### src/design/ccs_pkg.sv
`default_nettype none

package ccs_pkg;

    // Splice counting
    localparam int MAX_SPLICES = 7;
    localparam int SPL_W       = $clog2(MAX_SPLICES + 1);

    // Queue between classifier and expander
    localparam int QDEPTH = 4;
    localparam int QPTR_W = $clog2(QDEPTH);

    // Result slots per request bundle
    localparam int SLOTS  = 4;
    localparam int SLOT_W = $clog2(SLOTS);

    // Characters of interest
    localparam logic [7:0] CH_BSLASH = 8'h5C;
    localparam logic [7:0] CH_NL     = 8'h0A;
    localparam logic [7:0] CH_SLASH  = 8'h2F;
    localparam logic [7:0] CH_STAR   = 8'h2A;
    localparam logic [7:0] CH_SQUOTE = 8'h27;
    localparam logic [7:0] CH_DQUOTE = 8'h22;
    localparam logic [7:0] CH_SPACE  = 8'h20;

    typedef enum logic [2:0] {
        M_NORMAL = 3'd0,
        M_LINE   = 3'd1,
        M_BLOCK  = 3'd2,
        M_STAR   = 3'd3,
        M_QUOTE  = 3'd4,
        M_ESC    = 3'd5
    } t_mode;

    typedef enum logic [1:0] {
        ERR_NONE    = 2'd0,
        ERR_COMMENT = 2'd1,
        ERR_LITERAL = 2'd2
    } t_err;

    // One kept character with its splices, or the end-of-stream marker
    typedef struct packed {
        logic             valid;
        logic             final_mark;
        logic [7:0]       ch;
        logic [SPL_W-1:0] spl;
        t_err             err;
    } t_slot;

    typedef t_slot [SLOTS-1:0] t_bundle;

    function automatic t_slot mk_slot(logic [7:0] ch, logic [SPL_W-1:0] spl);
        t_slot s;
        s.valid      = 1'b1;
        s.final_mark = 1'b0;
        s.ch         = ch;
        s.spl        = spl;
        s.err        = ERR_NONE;
        return s;
    endfunction

    function automatic t_slot no_slot();
        t_slot s;
        s.valid      = 1'b0;
        s.final_mark = 1'b0;
        s.ch         = '0;
        s.spl        = '0;
        s.err        = ERR_NONE;
        return s;
    endfunction

endpackage

`default_nettype wire

### src/design/ccs_front.sv
`default_nettype none

module ccs_front import ccs_pkg::*; (
    input  wire logic       i_clk,
    input  wire logic       i_rst_n,
    input  wire logic       i_valid,
    input  wire logic [7:0] i_in_byte,
    input  wire logic       i_end_of_input,
    input  wire logic       i_full,
    output logic            o_stall,
    output logic            o_push,
    output t_bundle         o_bundle
);

    typedef struct packed {
        t_mode            mode;
        logic             quote_kind;
        logic             held_slash;
        logic [SPL_W-1:0] held_slash_spl;
    } t_sstate;

    typedef struct packed {
        t_sstate st;
        t_slot   a;
        t_slot   b;
    } t_strip_res;

    // Classify one logical character; a carries a released slash, b the character
    function automatic t_strip_res strip(t_sstate st, logic [7:0] c, logic [SPL_W-1:0] s);
        t_strip_res r;
        logic       skip;
        r.st = st;
        r.a  = no_slot();
        r.b  = no_slot();
        skip = 1'b0;
        case (st.mode)
            M_LINE: begin
                if (c == CH_NL) begin
                    r.b       = mk_slot(c, s);
                    r.st.mode = M_NORMAL;
                end
            end
            M_BLOCK: begin
                if (c == CH_STAR) begin
                    r.st.mode = M_STAR;
                end
            end
            M_STAR: begin
                if (c == CH_SLASH) begin
                    r.st.mode = M_NORMAL;
                end else if (c != CH_STAR) begin
                    r.st.mode = M_BLOCK;
                end
            end
            M_QUOTE: begin
                r.b = mk_slot(c, s);
                if (c == CH_BSLASH) begin
                    r.st.mode = M_ESC;
                end else if (c == (st.quote_kind ? CH_DQUOTE : CH_SQUOTE)) begin
                    r.st.mode = M_NORMAL;
                end
            end
            M_ESC: begin
                r.b       = mk_slot(c, s);
                r.st.mode = M_QUOTE;
            end
            default: begin
                r.st.mode = M_NORMAL;
                if (st.held_slash) begin
                    r.st.held_slash = 1'b0;
                    if (c == CH_SLASH) begin
                        r.st.mode = M_LINE;
                        skip      = 1'b1;
                    end else if (c == CH_STAR) begin
                        r.b       = mk_slot(CH_SPACE, '0);
                        r.st.mode = M_BLOCK;
                        skip      = 1'b1;
                    end else begin
                        r.a = mk_slot(CH_SLASH, st.held_slash_spl);
                    end
                end
                if (!skip) begin
                    if (c == CH_SLASH) begin
                        r.st.held_slash     = 1'b1;
                        r.st.held_slash_spl = s;
                    end else if (c == CH_SQUOTE || c == CH_DQUOTE) begin
                        r.b             = mk_slot(c, s);
                        r.st.quote_kind = (c == CH_DQUOTE);
                        r.st.mode       = M_QUOTE;
                    end else begin
                        r.b = mk_slot(c, s);
                    end
                end
            end
        endcase
        return r;
    endfunction

    t_sstate          r_st, n_st;
    logic             r_held_bs, n_held_bs;
    logic [SPL_W-1:0] r_held_bs_spl, n_held_bs_spl;
    logic [SPL_W-1:0] r_pending, n_pending;
    logic             r_finished, n_finished;

    logic             accept;
    t_bundle          bundle;
    t_strip_res       res1, res2;
    logic [SPL_W:0]   spl_inc;
    t_sstate          st1;

    assign o_stall = i_full;
    assign accept  = i_valid && !i_full;

    // Work out the next state and the results of one request
    always_comb begin
        n_st          = r_st;
        n_held_bs     = r_held_bs;
        n_held_bs_spl = r_held_bs_spl;
        n_pending     = r_pending;
        n_finished    = r_finished;
        bundle        = {SLOTS{no_slot()}};
        res1          = strip(r_st, CH_BSLASH, r_held_bs_spl);
        st1           = r_held_bs ? res1.st : r_st;
        res2          = strip(st1, i_in_byte, r_pending);
        spl_inc       = {1'b0, r_held_bs_spl} + 1'b1;
        if (r_finished) begin
            // drop everything after end of stream
        end else if (i_end_of_input) begin
            if (r_held_bs) begin
                bundle[0] = res1.a;
                bundle[1] = res1.b;
            end
            n_held_bs = 1'b0;
            n_pending = '0;
            n_st      = st1;
            bundle[3] = no_slot();
            bundle[3].valid      = 1'b1;
            bundle[3].final_mark = 1'b1;
            if (st1.mode == M_BLOCK || st1.mode == M_STAR) begin
                bundle[3].err = ERR_COMMENT;
            end else if (st1.mode == M_QUOTE || st1.mode == M_ESC) begin
                bundle[3].err = ERR_LITERAL;
            end else if (st1.mode != M_LINE && st1.held_slash) begin
                bundle[2] = mk_slot(CH_SLASH, st1.held_slash_spl);
            end
            n_st.held_slash = 1'b0;
            n_finished      = 1'b1;
        end else if (r_held_bs && i_in_byte == CH_NL) begin
            // splice: count it against the next character
            n_held_bs = 1'b0;
            n_pending = (spl_inc > (SPL_W+1)'(MAX_SPLICES)) ? SPL_W'(MAX_SPLICES)
                                                            : spl_inc[SPL_W-1:0];
        end else begin
            if (r_held_bs) begin
                bundle[0] = res1.a;
                bundle[1] = res1.b;
            end
            n_held_bs = 1'b0;
            n_st      = st1;
            if (i_in_byte == CH_BSLASH) begin
                n_held_bs     = 1'b1;
                n_held_bs_spl = r_pending;
            end else begin
                bundle[2] = res2.a;
                bundle[3] = res2.b;
                n_st      = res2.st;
            end
            n_pending = '0;
        end
    end

    assign o_bundle = bundle;
    assign o_push   = accept && (bundle[0].valid || bundle[1].valid ||
                                 bundle[2].valid || bundle[3].valid);

    // Advance the classifier state on each accepted request
    always_ff @(posedge i_clk) begin
        if (!i_rst_n) begin
            r_st.mode           <= M_NORMAL;
            r_st.quote_kind     <= 1'b0;
            r_st.held_slash     <= 1'b0;
            r_st.held_slash_spl <= '0;
            r_held_bs           <= 1'b0;
            r_held_bs_spl       <= '0;
            r_pending           <= '0;
            r_finished          <= 1'b0;
        end else if (accept) begin
            r_st          <= n_st;
            r_held_bs     <= n_held_bs;
            r_held_bs_spl <= n_held_bs_spl;
            r_pending     <= n_pending;
            r_finished    <= n_finished;
        end
    end

endmodule

`default_nettype wire

### src/design/ccs_fifo.sv
`default_nettype none

module ccs_fifo import ccs_pkg::*; (
    input  wire logic    i_clk,
    input  wire logic    i_rst_n,
    input  wire logic    i_push,
    input  wire t_bundle i_data,
    input  wire logic    i_pop,
    output logic         o_full,
    output logic         o_nonempty,
    output t_bundle      o_data
);

    t_bundle             r_mem [QDEPTH];
    logic [QPTR_W-1:0]   r_wr, r_rd;
    logic [QPTR_W:0]     r_count;

    assign o_full     = (r_count == (QPTR_W+1)'(QDEPTH));
    assign o_nonempty = (r_count != '0);
    assign o_data     = r_mem[r_rd];

    // Store the pushed bundle
    always_ff @(posedge i_clk) begin
        if (i_push) begin
            r_mem[r_wr] <= i_data;
        end
    end

    // Move pointers and occupancy
    always_ff @(posedge i_clk) begin
        if (!i_rst_n) begin
            r_wr    <= '0;
            r_rd    <= '0;
            r_count <= '0;
        end else begin
            if (i_push) begin
                r_wr <= r_wr + 1'b1;
            end
            if (i_pop) begin
                r_rd <= r_rd + 1'b1;
            end
            if (i_push && !i_pop) begin
                r_count <= r_count + 1'b1;
            end else if (!i_push && i_pop) begin
                r_count <= r_count - 1'b1;
            end
        end
    end

    a_no_push_full: assert property (@(posedge i_clk) disable iff (!i_rst_n)
        !(i_push && o_full)) else $error("push into full queue");

    a_no_pop_empty: assert property (@(posedge i_clk) disable iff (!i_rst_n)
        !(i_pop && !o_nonempty)) else $error("pop from empty queue");

endmodule

`default_nettype wire

### src/design/ccs_back.sv
`default_nettype none

module ccs_back import ccs_pkg::*; (
    input  wire logic       i_clk,
    input  wire logic       i_rst_n,
    input  wire logic       i_nonempty,
    input  wire t_bundle    i_bundle,
    output logic            o_pop,
    input  wire logic       i_stall,
    output logic            o_valid,
    output logic [7:0]      o_out_byte,
    output logic            o_has_byte,
    output logic            o_last,
    output logic [1:0]      o_error
);

    logic [SLOTS-1:0]  r_done, n_done;
    logic [SPL_W:0]    r_cnt, n_cnt;
    logic              r_valid;
    logic [7:0]        r_byte, n_byte;
    logic              r_has, n_has;
    logic              r_last, n_last;
    t_err              r_err, n_err;

    logic [SLOTS-1:0]  present, remain, cur_bit;
    logic [SLOT_W-1:0] cur_idx;
    t_slot             cur;
    logic              slot_end, advance, last_slot;

    // Pick the lowest slot still to be expanded
    always_comb begin
        for (int i = 0; i < SLOTS; i++) begin
            present[i] = i_bundle[i].valid;
        end
        remain  = present & ~r_done;
        cur_idx = '0;
        for (int i = SLOTS - 1; i >= 0; i--) begin
            if (remain[i]) begin
                cur_idx = SLOT_W'(i);
            end
        end
        cur_bit   = SLOTS'(1) << cur_idx;
        cur       = i_bundle[cur_idx];
        last_slot = ((remain & ~cur_bit) == '0);
        slot_end  = cur.final_mark || (r_cnt == {cur.spl, 1'b0});
        advance   = i_nonempty && (!r_valid || !i_stall);
    end

    // Form the next result: splice pairs first, then the character
    always_comb begin
        n_byte = r_byte;
        n_has  = r_has;
        n_last = r_last;
        n_err  = r_err;
        n_cnt  = r_cnt;
        n_done = r_done;
        if (advance) begin
            if (cur.final_mark) begin
                n_byte = '0;
                n_has  = 1'b0;
                n_last = 1'b1;
                n_err  = cur.err;
            end else begin
                n_has  = 1'b1;
                n_last = 1'b0;
                n_err  = ERR_NONE;
                if (slot_end) begin
                    n_byte = cur.ch;
                end else begin
                    n_byte = r_cnt[0] ? CH_NL : CH_BSLASH;
                end
            end
            if (slot_end) begin
                n_cnt  = '0;
                n_done = last_slot ? '0 : (r_done | cur_bit);
            end else begin
                n_cnt = r_cnt + 1'b1;
            end
        end
    end

    assign o_pop = advance && slot_end && last_slot;

    // Hold the output until taken
    always_ff @(posedge i_clk) begin
        if (!i_rst_n) begin
            r_valid <= 1'b0;
            r_cnt   <= '0;
            r_done  <= '0;
        end else begin
            r_cnt  <= n_cnt;
            r_done <= n_done;
            if (advance) begin
                r_valid <= 1'b1;
            end else if (!i_stall) begin
                r_valid <= 1'b0;
            end
        end
    end

    always_ff @(posedge i_clk) begin
        r_byte <= n_byte;
        r_has  <= n_has;
        r_last <= n_last;
        r_err  <= n_err;
    end

    assign o_valid    = r_valid;
    assign o_out_byte = r_byte;
    assign o_has_byte = r_has;
    assign o_last     = r_last;
    assign o_error    = r_err;

    a_empty_is_last: assert property (@(posedge i_clk) disable iff (!i_rst_n)
        (r_valid && !r_has) |-> r_last) else $error("result without byte is not final");

    a_cnt_bound: assert property (@(posedge i_clk) disable iff (!i_rst_n)
        r_cnt <= (SPL_W+1)'(2 * MAX_SPLICES)) else $error("splice counter out of range");

endmodule

`default_nettype wire

### src/design/c_comment_stripper.sv
// C comment stripper. Takes C source one byte per request (i_valid/o_stall)
// and returns the source with comments removed, one result per request on
// the output side (o_valid/i_stall). Backslash-newline splices are removed and
// put back in front of the next kept character; // comments vanish up to the
// newline, /* */ comments become one space, quoted literals pass unchanged.
// i_end_of_input closes the stream with one result that has o_last set and
// o_error giving 0 (clean), 1 (open comment) or 2 (open literal); requests
// after that are taken and ignored until reset. The classifier accepts one
// byte every cycle while the queue is not full; a kept character with n
// splices yields 2n+1 results, sent one per cycle by the expander while the
// output is not stalled, and a four-entry queue between the two holds back
// input only while that expansion trails the incoming bytes. A taken byte is
// written into the queue and its first result is then registered in the
// expander's output; a byte that keeps nothing produces no result.
`default_nettype none

module c_comment_stripper import ccs_pkg::*; (
    input  wire logic       i_clk,
    input  wire logic       i_rst_n,
    input  wire logic       i_valid,
    output logic            o_stall,
    input  wire logic [7:0] i_in_byte,
    input  wire logic       i_end_of_input,
    output logic            o_valid,
    input  wire logic       i_stall,
    output logic [7:0]      o_out_byte,
    output logic            o_has_byte,
    output logic            o_last,
    output logic [1:0]      o_error
);

    logic    push, pop, full, nonempty;
    t_bundle push_data, head_data;

    ccs_front u_front (
        .i_clk          (i_clk),
        .i_rst_n        (i_rst_n),
        .i_valid        (i_valid),
        .i_in_byte      (i_in_byte),
        .i_end_of_input (i_end_of_input),
        .i_full         (full),
        .o_stall        (o_stall),
        .o_push         (push),
        .o_bundle       (push_data)
    );

    ccs_fifo u_fifo (
        .i_clk      (i_clk),
        .i_rst_n    (i_rst_n),
        .i_push     (push),
        .i_data     (push_data),
        .i_pop      (pop),
        .o_full     (full),
        .o_nonempty (nonempty),
        .o_data     (head_data)
    );

    ccs_back u_back (
        .i_clk      (i_clk),
        .i_rst_n    (i_rst_n),
        .i_nonempty (nonempty),
        .i_bundle   (head_data),
        .o_pop      (pop),
        .i_stall    (i_stall),
        .o_valid    (o_valid),
        .o_out_byte (o_out_byte),
        .o_has_byte (o_has_byte),
        .o_last     (o_last),
        .o_error    (o_error)
    );

endmodule

`default_nettype wire
### config.mk
export PLATFORM = sky130hd
export DESIGN_NAME = c_comment_stripper
export DESIGN_NICKNAME = d
export VERILOG_FILES = /design/src/design/ccs_pkg.sv /design/src/design/ccs_front.sv /design/src/design/ccs_fifo.sv /design/src/design/ccs_back.sv /design/src/design/c_comment_stripper.sv
export SDC_FILE = /design/constraint.sdc
export NUM_CORES = 1
export LEC_CHECK = 0
export BUFFER_PORTS_ARGS = -buffer_cell sky130_fd_sc_hd__clkbuf_2
export CELL_PAD_IN_SITES_DETAIL_PLACEMENT = 0
export CELL_PAD_IN_SITES_GLOBAL_PLACEMENT = 2
export CORE_UTILIZATION = 44
export CTS_CLUSTER_SIZE = 8
export DETAILED_ROUTE_END_ITERATION = 12
export HOLD_SLACK_MARGIN = 0.03
export PLACE_DENSITY = 0.75
export SYNTH_ARGS = -nofsm -noshare
export SYNTH_HDL_FRONTEND = slang
export SYNTH_HIERARCHICAL = 1
export SYNTH_SLANG_ARGS = --single-unit
### constraint.sdc
create_clock -name i_clk -period 4.25 [get_ports i_clk]
set_clock_uncertainty 0.2 [all_clocks]
set_input_delay 0.2125 -clock i_clk [delete_from_list [all_inputs] [get_ports i_clk]]
set_output_delay 0.2125 -clock i_clk [all_outputs]
set_load 0.1 [all_outputs]
== After elaboration in Yosys (flattened, before gate mapping) ==
Memories as Yosys holds them, arrays and structs flattened. A register that Yosys moved wholly into a read port is not among the register bits.
Cells that the tools add are included.

* Flip-flop bits (word level): 44
* Bits in latches: 0
* RAM bits: 240
* Bits in read-only memories: 0
* Input bits: 13
* Output and inout port bits: 14
* Memories kept: 1

* Add/subtract/negate cells: 6
* Multipliers: 0
* Div/mod/pow operators: 0
* Magnitude comparators: 2
* Equal/unequal tests: 23
* Shift operators: 1
* Multiplexer cells: 74
* Bitwise logic cells: 8
* Reduce and logical (&&, ||, !) cells: 35

{| class="wikitable"
|+ Memories
! memory !! words !! bits a word !! read ports !! clocked after memory_dff !! wr ports !! line !! RTL
|-
| u_fifo.r_mem || 4 || 60 || 1 || 1 || 1 || ccs_fifo.sv:14 || <nowiki>t_bundle r_mem [QDEPTH];</nowiki>
|}

{| class="wikitable"
|+ Operator list
! kind !! number
|-
| $mux 60 || 3
|-
| $mux 15 || 11
|-
| $mux 30 || 4
|-
| $mux 8 || 6
|-
| $pmux 15 s3 || 1
|-
| $mux 3 || 13
|-
| $eq 8x6->1 const B || 4
|-
| $bmux 15 s2 || 1
|-
| $mux 20 || 1
|-
| $mux 4 || 5
|-
| $mux 2 || 9
|-
| $mux 1 || 16
|-
| $eq 3x3->1 const B || 5
|-
| $pmux 3 s5 || 1
|-
| $mux 14 || 1
|-
| $eq 3x2->1 const B || 4
|-
| $pmux 3 s4 || 1
|-
| $reduce_or 5->1 || 2
|-
| $logic_and 1x1->1 || 9
|-
| $and 4x4->4 || 2
|-
| $eq 8x4->1 const B || 1
|-
| $eq 8x7->1 const B || 1
|-
| $eq 8x8->1 || 1
|-
| $logic_or 1x1->1 || 8
|-
| other kinds (27) || 39
|}

== Logic depth before layout (Yosys ltp) ==
Gate-level depths: netlist of run 1.

* Depth in word-level cells: 22
* Mapped depth: 18
* Mapped depth without buffers: 14

== By module ==
Netlist of run 1, hierarchy kept.

{| class="wikitable"
|+ Modules (own cells, without submodules)
! module !! times used !! cells each !! area each (um^2)
|-
| ccs_fifo || 1 || 357 || 9170.0
|-
| ccs_front || 1 || 230 || 1705.4
|-
| ccs_back || 1 || 146 || 1378.8
|}

== Worst setup path before layout of run 1 ==
Ideal clock, no wire load.

* Path type: register to register
* Start: register (tool-made name)
* End: register u_fifo.r_count[2]
* Setup time: 76 ps
* Data arrival time: 3923 ps
* Required time: 3974 ps
* Path slack: 51 ps
* Cell stages (with the launch flop): 18
* Buffers on the path: 3
* Clock period less this slack: 4199 ps
* Cells stage by stage: dfxtp_1 buf_6 buf_12 mux4_2 nor2b_1 buf_2 o41ai_1 a2111oi_4 xnor2_1 a211oi_4 o211a_1 inv_1 ha_1 inv_1 fa_1 xor2_1 or3_1 a21boi_0

{| class="wikitable"
|+ RTL lines
! element !! line !! RTL
|-
| end signal: assignment || ccs_fifo.sv:43 || <nowiki>r_count <= r_count + 1'b1;</nowiki>
|-
| end signal: assignment || ccs_fifo.sv:45 || <nowiki>r_count <= r_count - 1'b1;</nowiki>
|-
| end: declaration || ccs_fifo.sv:16 || <nowiki>logic [QPTR_W:0] r_count;</nowiki>
|}

==> out/results.txt, run 1 <==
worst skew pair latency: 520 ps
Final ANT Viol Nets: 0
Max FO, Critical Path: 6
Worst EP arrival: 4230 ps
Pleak: 4.69 nW
Synth top cells by count: 252 x edfxtp_1, 60 x mux4_2, 41 x nand2_1
Pins Over Slew Limit: 0
fin crit period: 3990 ps
Total GRT Usage: 18.4%
Iteration-0 DRC Markers: 543
clk buf depth: 3
PD cells: 667 nW/µm²
net count reported at finish: 813
Design Area, Final: 14000 µm²
worst min-delay path class: input pin to flip-flop
CP Launch Type: flip-flop
unrepaired setup endpoints after global routing: false
cell taking the most area after synthesis: edfxtp_1
Tightest Pin Transition: 930 ps
Clock Sinks: 286
pre-CTS WS: 140 ps
Final Setup Violations: 0
prevailing post-synth register cell: edfxtp_1
Fmax achieved: 251 MHz
core footprint: 27100 µm²
Post-CTS Setup Inserts: 0
largest net degree at the start of global routing: 61
Critical Path RT: 4490 ps
grt total ovfl: 0
Post-Route WL: 25.3 mm
post-synth top area share: 61.8%
routed len/inst: 21.5 µm
IO Pins: 27
H-tree levels: 2
Placement Cell Area: 12700 µm²
die height: 169 µm
register area share after synthesis: 67.3%
vias: 6716
first-pass GRT wire length: 39.6 mm
mapped cell area: 12300 µm²
vias per inst: 5.70
warnings from Yosys: 6
Initial Util: 45.2%
initial antenna violation count: 0
status: complete, no violations
Post-synth EDFFs: 252
Total Power: 0.00932 W
post-synthesis register bit count: 286
worst min-delay path startpoint: i_in_byte[5]
Die X-Extent: 169 µm
number of core rows: 60
Final WS setup: 263 ps
Syn Area/Cell: 16.7 µm²
hpwl dp: 16.1 mm
type of the worst setup path: flip-flop to flip-flop
CTS root buf: clkbuf_16
Syn Inst Count: 733
Port Buffers: 26
worst vdd ir: 278 µV
CTS buffer count: 41
vias in the first global route: 6827
most frequent cell after synthesis: edfxtp_1
Synth area leaders: edfxtp_1 62%, mux4_2 11%, dfxtp_1 5.6%, buf_4 2.1%, nand2_1 1.3%
relative slew slack: 38.0%
Yosys cell types: 77
layout cells sized above 1: 23.4%
CTS clk-pin slew, worst paths: 50 ps
synth-to-layout area growth: 14.0%
max_cap viols: 0
CTS tree: yes
DR pass1 iterations: 6
async set-reset flop share out of synthesis: 0%
Setup crit end kind: flip-flop
number of remaining DRC errors: 0
DIE AREA: 28500 µm²
final worst-path cycle share: 93.8%
Final TNS setup: 0 ps
# diodes: 0
Final Hold Violating Endpoints: 0
Placer Congestion: 0.890
routing by layer:
| layer | up-vias | global-route usage (%) | wire length (µm) |
|---|---|---|---|
| met5 | - | 0 | 0 |
| met2 | 206 | 30.2 | 12500 |
| met4 | 0 | 6.13 | 502 |
| met3 | 40 | 2.90 | 1260 |
| li1 | 2991 | - | - |
| met1 | 3479 | 25.2 | 11000 |
metrics by stage:
| stage | utilization [%] | cells | hold WS (ps) |
|---|---|---|---|
| after global routing | 51.5 | 1178 | 36.4 |
| after global placement | 47.0 | 1113 | 257 |
| final | 51.5 | 1178 | 44.6 |
| after detailed placement | 47.0 | 1113 | 272 |
| after CTS | 51.5 | 1178 | 31.2 |
| after floorplan | - | 751 | 134 |
worst max-delay path: stages (launching register included):
cell	delay (ps)
dfxtp_4	400
mux4_2	500
nor2b_2	170
buf_4	150
o41ai_1	470
a2111oi_4	70
xnor2_1	270
a211oi_4	70
o211a_1	230
inv_1	60
ha_1	170
inv_1	70
fa_1	430
xor2_1	180
or3_1	300
a21boi_0	180
repair_timing:
action,in CTS,in global routing
hold buffers,8,0
gates resized for setup,0,2
endpoints found under the hold margin,15,0
endpoints found under the setup margin,0,1
report_power, final:
group          switching, W  total (W)  internal, W
logic               0.00181    0.00278     0.000977
registers          0.000132    0.00363      0.00350
clock network       0.00111    0.00290      0.00180
total               0.00305    0.00932      0.00627
logic make-up (layout without fill, tap and decap cells):
family | after synthesis | count (layout) | synth area share (%)
buffers and inverters | 85 | 140 | 4.86
xor gates and xnor gates | 10 | 10 | 0.715
DFF | 286 | 286 | 67.3
adders and majority gates | 8 | 8 | 0.878
muxes | 66 | 66 | 11.5
and+or+nand+nor | 176 | 176 | 8.07
AOI/OAI and AO/OA | 101 | 101 | 6.63
other | 1 | 19 | 0.0306
layout make-up:
type | count | area, µm²
Clock inverter | 2 | 38.8
Fill cell | 2175 | 13100
Clock buffer | 55 | 1110
Inverter | 17 | 63.8
Tap cell | 372 | 465
Timing Repair Buffer | 66 | 546
Multi-Input combinational cell | 380 | 3490
Sequential cell | 286 | 8250
sequential cells by signal, summed over array words and instances (netlist names), 2 cells and up, named ones only:
signal / flops
u_fifo/r_mem: 240
u_fifo/r_wr: 2
u_front/r_held_bs_spl: 3
u_fifo/r_rd: 2
u_back/o_error: 2
u_fifo/r_count: 3
u_back/r_cnt: 4
u_back/r_done: 4
u_front/r_pending: 3
u_front/r_st: 8
u_back/o_out_byte: 8
placed cells by master, fill, tap and decap left out, drive strengths merged, types with 14 or more instances in the layout:
cell type and n:
a21oi 19, and2 19, and3 14, buf 32, clkbuf 81, conb 19
dfxtp 34, edfxtp 252, inv 16, mux4 60, nand2 41, nor2 30
worst paths after layout:
kind / endpoint / cells after the start / slack, ps
worst max-delay path: u_fifo/r_count[2] / 15 / 260
worst min-delay path: u_fifo/r_mem[3][55] / 3 / 40
worst max register to register: u_fifo/r_count[2] / 15 / 260
worst min register to register: u_front/r_st[4] / 2 / 280
Note: power is estimated with default switching activity, not from simulation.
==> run 2, diff against run 1 <==
--- a/config.mk
+++ b/config.mk
@@ -5,14 +5,15 @@
 export SDC_FILE = /design/constraint.sdc
 export NUM_CORES = 1
 export LEC_CHECK = 0
+export ABC_AREA = 1
 export BUFFER_PORTS_ARGS = -buffer_cell sky130_fd_sc_hd__clkbuf_2
 export CELL_PAD_IN_SITES_DETAIL_PLACEMENT = 0
 export CELL_PAD_IN_SITES_GLOBAL_PLACEMENT = 2
-export CORE_UTILIZATION = 44
+export CORE_UTILIZATION = 40
 export CTS_CLUSTER_SIZE = 8
 export DETAILED_ROUTE_END_ITERATION = 12
 export HOLD_SLACK_MARGIN = 0.03
-export PLACE_DENSITY = 0.75
+export PLACE_DENSITY = 0.76
 export SYNTH_ARGS = -nofsm -noshare
 export SYNTH_HDL_FRONTEND = slang
 export SYNTH_HIERARCHICAL = 1
==> run 2 against run 1 <==
  * The run now ends with design-rule violations left
  * Global-route usage decreased by 0.55 points
  * Clock power is 2% higher
  * Utilization fell by 5.3 points
  * Hold slack better by 49 ps
  * Clock-buffer cell count is 7 higher
  * Sequential share of layout area down 1.2 points
  * First-iteration DRC count fell by 4.8%
  * Combinational power is 6% higher
  * Critical path depth increased by 10
  * Largest cell class unchanged
==> out/results.txt, run 2 <==
relative slew slack: 53.7% (was 38.0%)
unrepaired setup endpoints after global routing: false (unchanged)
IO Pins: 27 (unchanged)
net count reported at finish: 1177 (was 813)
CP endpoint: u_fifo/r_count[1] (was u_fifo/r_count[2])
most frequent cell after synthesis: edfxtp_1 (unchanged)
Worst EP arrival: 3930 ps (was 4230 ps)
Iteration-0 DRC Markers: 517 (was 543)
fin crit period: 3710 ps (was 3990 ps)
vias per inst: 5.17 (was 5.70)
status: finished with violations (was complete, no violations)
Final Hold Violating Endpoints: 0 (unchanged)
most frequent cells in the layout: 252 x edfxtp_1, 164 x nor2_1, 120 x nand2_1 (was 252 x edfxtp_1, 60 x mux4_2, 42 x clkbuf_16)
Post-synth EDFFs: 252 (unchanged)
Final Setup Violations: 0 (unchanged)
Port Buffers: 26 (unchanged)
worst vdd ir: 339 µV (was 278 µV)
Total GRT Usage: 17.9% (was 18.4%)
Top Family by Delay on Critical Path: simple AND/OR/NAND/NOR gates (was compound AO/OA/AOI/OAI gates)
number of flip-flops in the largest register: 240 (unchanged)
DIE AREA: 32200 µm² (was 28500 µm²)
commonest non-fill, non-tap cell in the layout: edfxtp_1 (unchanged)
CP Launch Type: flip-flop (unchanged)
die height: 180 µm (was 169 µm)
worst skew pair latency: 530 ps (was 520 ps)
clk buf depth: 3 (unchanged)
largest net degree at the start of global routing: 61 (unchanged)
worst min-delay path class: input pin to flip-flop (unchanged)
H-tree levels: 2 (unchanged)
synth-to-layout area growth: 13.1% (was 14.0%)
Final ANT Viol Nets: 0 (unchanged)
critical path's slowest cell: dfxtp_4 (was mux4_2)
Die X-Extent: 180 µm (was 169 µm)
Synth area leaders: edfxtp_1 60%, dfxtp_1 5.4%, nor2_1 4.9%, o21ai_0 4.3%, nand2_1 3.6% (was edfxtp_1 62%, mux4_2 11%, dfxtp_1 5.6%, buf_4 2.1%, nand2_1 1.3%)
Reg2Reg Depth: 25 (was 15)
Tightest Pin Transition: 694 ps (was 930 ps)
Fmax achieved: 269 MHz (was 251 MHz)
Pleak: 5.22 nW (was 4.69 nW)
CTS resizes: 0 (unchanged)
first-pass GRT wire length: 44.7 mm (was 39.6 mm)
CTS root buf: clkbuf_16 (unchanged)
placed cells: 1498 (was 1113)
Pins Over Slew Limit: 0 (unchanged)
Top Metal Used: met4 (unchanged)
Clock Sinks: 286 (unchanged)
Max FO, Critical Path: 36 (was 6)
number of remaining DRC errors: 6 (was 0)
hpwl dp: 17.6 mm (was 16.1 mm)
Synth top cells by count: 252 x edfxtp_1, 164 x nor2_1, 120 x nand2_1 (was 252 x edfxtp_1, 60 x mux4_2, 41 x nand2_1)
Non-Filler Instances: 1574 (was 1178)
routed len/inst: 18.1 µm (was 21.5 µm)
core footprint: 30800 µm² (was 27100 µm²)
CTS buffer count: 41 (unchanged)
Syn Inst Count: 1116 (was 733)
Post-Route WL: 28.5 mm (was 25.3 mm)
CTS clk-pin slew, worst paths: 50 ps (about the same)
most numerous cell on the critical path: nand2_1 (was inv_1)
Final TNS setup: 0 ps (unchanged)
final worst-path cycle share: 87.3% (was 93.8%)
Initial Util: 40.9% (was 45.2%)
CP peak stage delay: 430 ps (was 500 ps)
Met3 Routed Length: 1.23 mm (was 1.26 mm)
post-synth top area share: 60.0% (was 61.8%)
vias in the first global route: 7824 (was 6827)
warnings from Yosys: 6 (unchanged)
Reg-to-Reg End: u_fifo/r_count[1] (was u_fifo/r_count[2])
DR WL met2: 13.3 mm (was 12.5 mm)
Metal-1 WL: 13.3 mm (was 11.0 mm)
prevailing post-synth register cell: edfxtp_1 (unchanged)
Largest Register: u_fifo/r_mem (unchanged)
# diodes: 0 (unchanged)
failing checks: design-rule violations
DR pass1 iterations: 11 (was 6)
register area share after synthesis: 65.4% (was 67.3%)
type of the worst setup path: flip-flop to flip-flop (unchanged)
post-synthesis register bit count: 286 (unchanged)
layout cells sized above 1: 15.0% (was 23.4%)
Stages on worst setup path: 25 (was 15)
PD cells: 670 nW/µm² (was 667 nW/µm²)
r2r setup slk: 540 ps (was 260 ps)
mapped cell area: 12600 µm² (was 12300 µm²)
vias: 8134 (was 6716)
Yosys cell types: 44 (was 77)
grt total ovfl: 0 (unchanged)
Syn Area/Cell: 11.3 µm² (was 16.7 µm²)
pre-CTS WS: 516 ps (was 140 ps)
initial antenna violation count: 0 (unchanged)
max_cap viols: 0 (unchanged)
Placer Congestion: 0.820 (was 0.890)
Final WS setup: 538 ps (was 263 ps)
Post-CTS Setup Inserts: 0 (unchanged)
async set-reset flop share out of synthesis: 0% (unchanged)
CTS tree: yes (unchanged)
cell taking the most area after synthesis: edfxtp_1 (unchanged)
Setup crit end kind: flip-flop (unchanged)
Crit path buffers/inverters: 4 (was 3)
Critical Path RT: 4470 ps (was 4490 ps)
number of core rows: 64 (was 60)
-- run 2: cell types whose count changed in the layout (fill, tap and decap cells not counted), sizes merged, moves of 58 or more --
cell / before / now
inv: 16 / 80
mux4: 60 / 0
nand2: 41 / 134
nor2: 30 / 193
o21ai: 11 / 149
o22ai: 3 / 61
-- run 2: what timing repair did --
action,4_1_cts,5_1_grt
hold buffers,11,0
endpoints found under the setup margin,0,0
hold endpoints to repair,37,0
-- run 2: cell type report --
cell class              instances  area (µm²)
fillers                      2768       16600
flip-flops and latches        286        8250
multi-input cells             686        3550
clock buffers                  62        1100
well taps                     396         495
repair buffers                 60         475
inverters                      81         312
clock inverters                 3        66.3
-- run 2: logic make-up after synthesis --
family                     Yosys count  synth area share [%]
AOI/OAI and AO/OA                  268                  12.9
xor gates and xnor gates             2                 0.139
adders and majority gates            8                 0.854
buffers and inverters              162                  6.90
DFF                                286                  65.4
other                                1                0.0298
and+or+nand+nor                    389                  13.8
-- run 2: routing by layer --
| layer | vias up | track usage, % |
|---|---|---|
| li1 | 3998 | - |
| met1 | 3938 | 24.6 |
| met2 | 157 | 28.8 |
| met3 | 41 | 2.98 |
| met4 | 0 | 5.66 |
| met5 | - | 0 |
-- run 2: worst reg2reg max path, stage by stage (launching register included) --
cell and delay, ps:
dfxtp_4 430, inv_4 340, o21ai_0 170, o22ai_2 130, inv_1 70, nor2_2 130, nand2_2 90, nand2_4 100
nand2_4 80, nand2_1 70, nand2_1 50, nand2_1 80, nand2_1 60, nand2_1 60, nand2_1 40, nor2_1 150
nand2_1 140, nand2_2 90, nand2_1 40, nor2_1 160, inv_1 70, ha_1 190, inv_1 100, fa_1 390
o21ai_0 160, nor2_1 50
-- run 2: how the worst min path moves through the flow --
stage | from | to | slack [ps] | cells past startpoint
3_3_place_gp | u_front/r_st[2] | u_front/r_st[2] | 260 | 2
2_1_floorplan | i_rst_n | u_back/r_done[2] | 130 | 2
6_report | i_valid | u_front/r_st[3] | 90 | 7
5_1_grt | i_valid | u_front/r_held_bs | 160 | 6
3_5_place_dp | u_fifo/r_rd[1] | flip-flop | 260 | 1
4_1_cts | i_valid | u_front/r_st[3] | 70 | 7
-- run 2: metrics by stage --
stage                     power, W  hold WS (ps)  cell area (µm²)  utilization [%]
after global routing        0.0100           159            14300             46.3
after global placement     0.00666           264            13000             42.1
after CTS                  0.00966          74.0            14300             46.3
after floorplan            0.00591           133            12700                -
final                      0.00955          94.0            14300             46.3
after detailed placement   0.00667           260            13000             42.1
-- run 2: report_power, final --
group,total [W],internal (W),switching [W]
Clock,0.00295,0.00179,0.00116
Sequential,0.00365,0.00352,0.000137
Combinational,0.00295,0.000765,0.00218
Total,0.00955,0.00607,0.00348
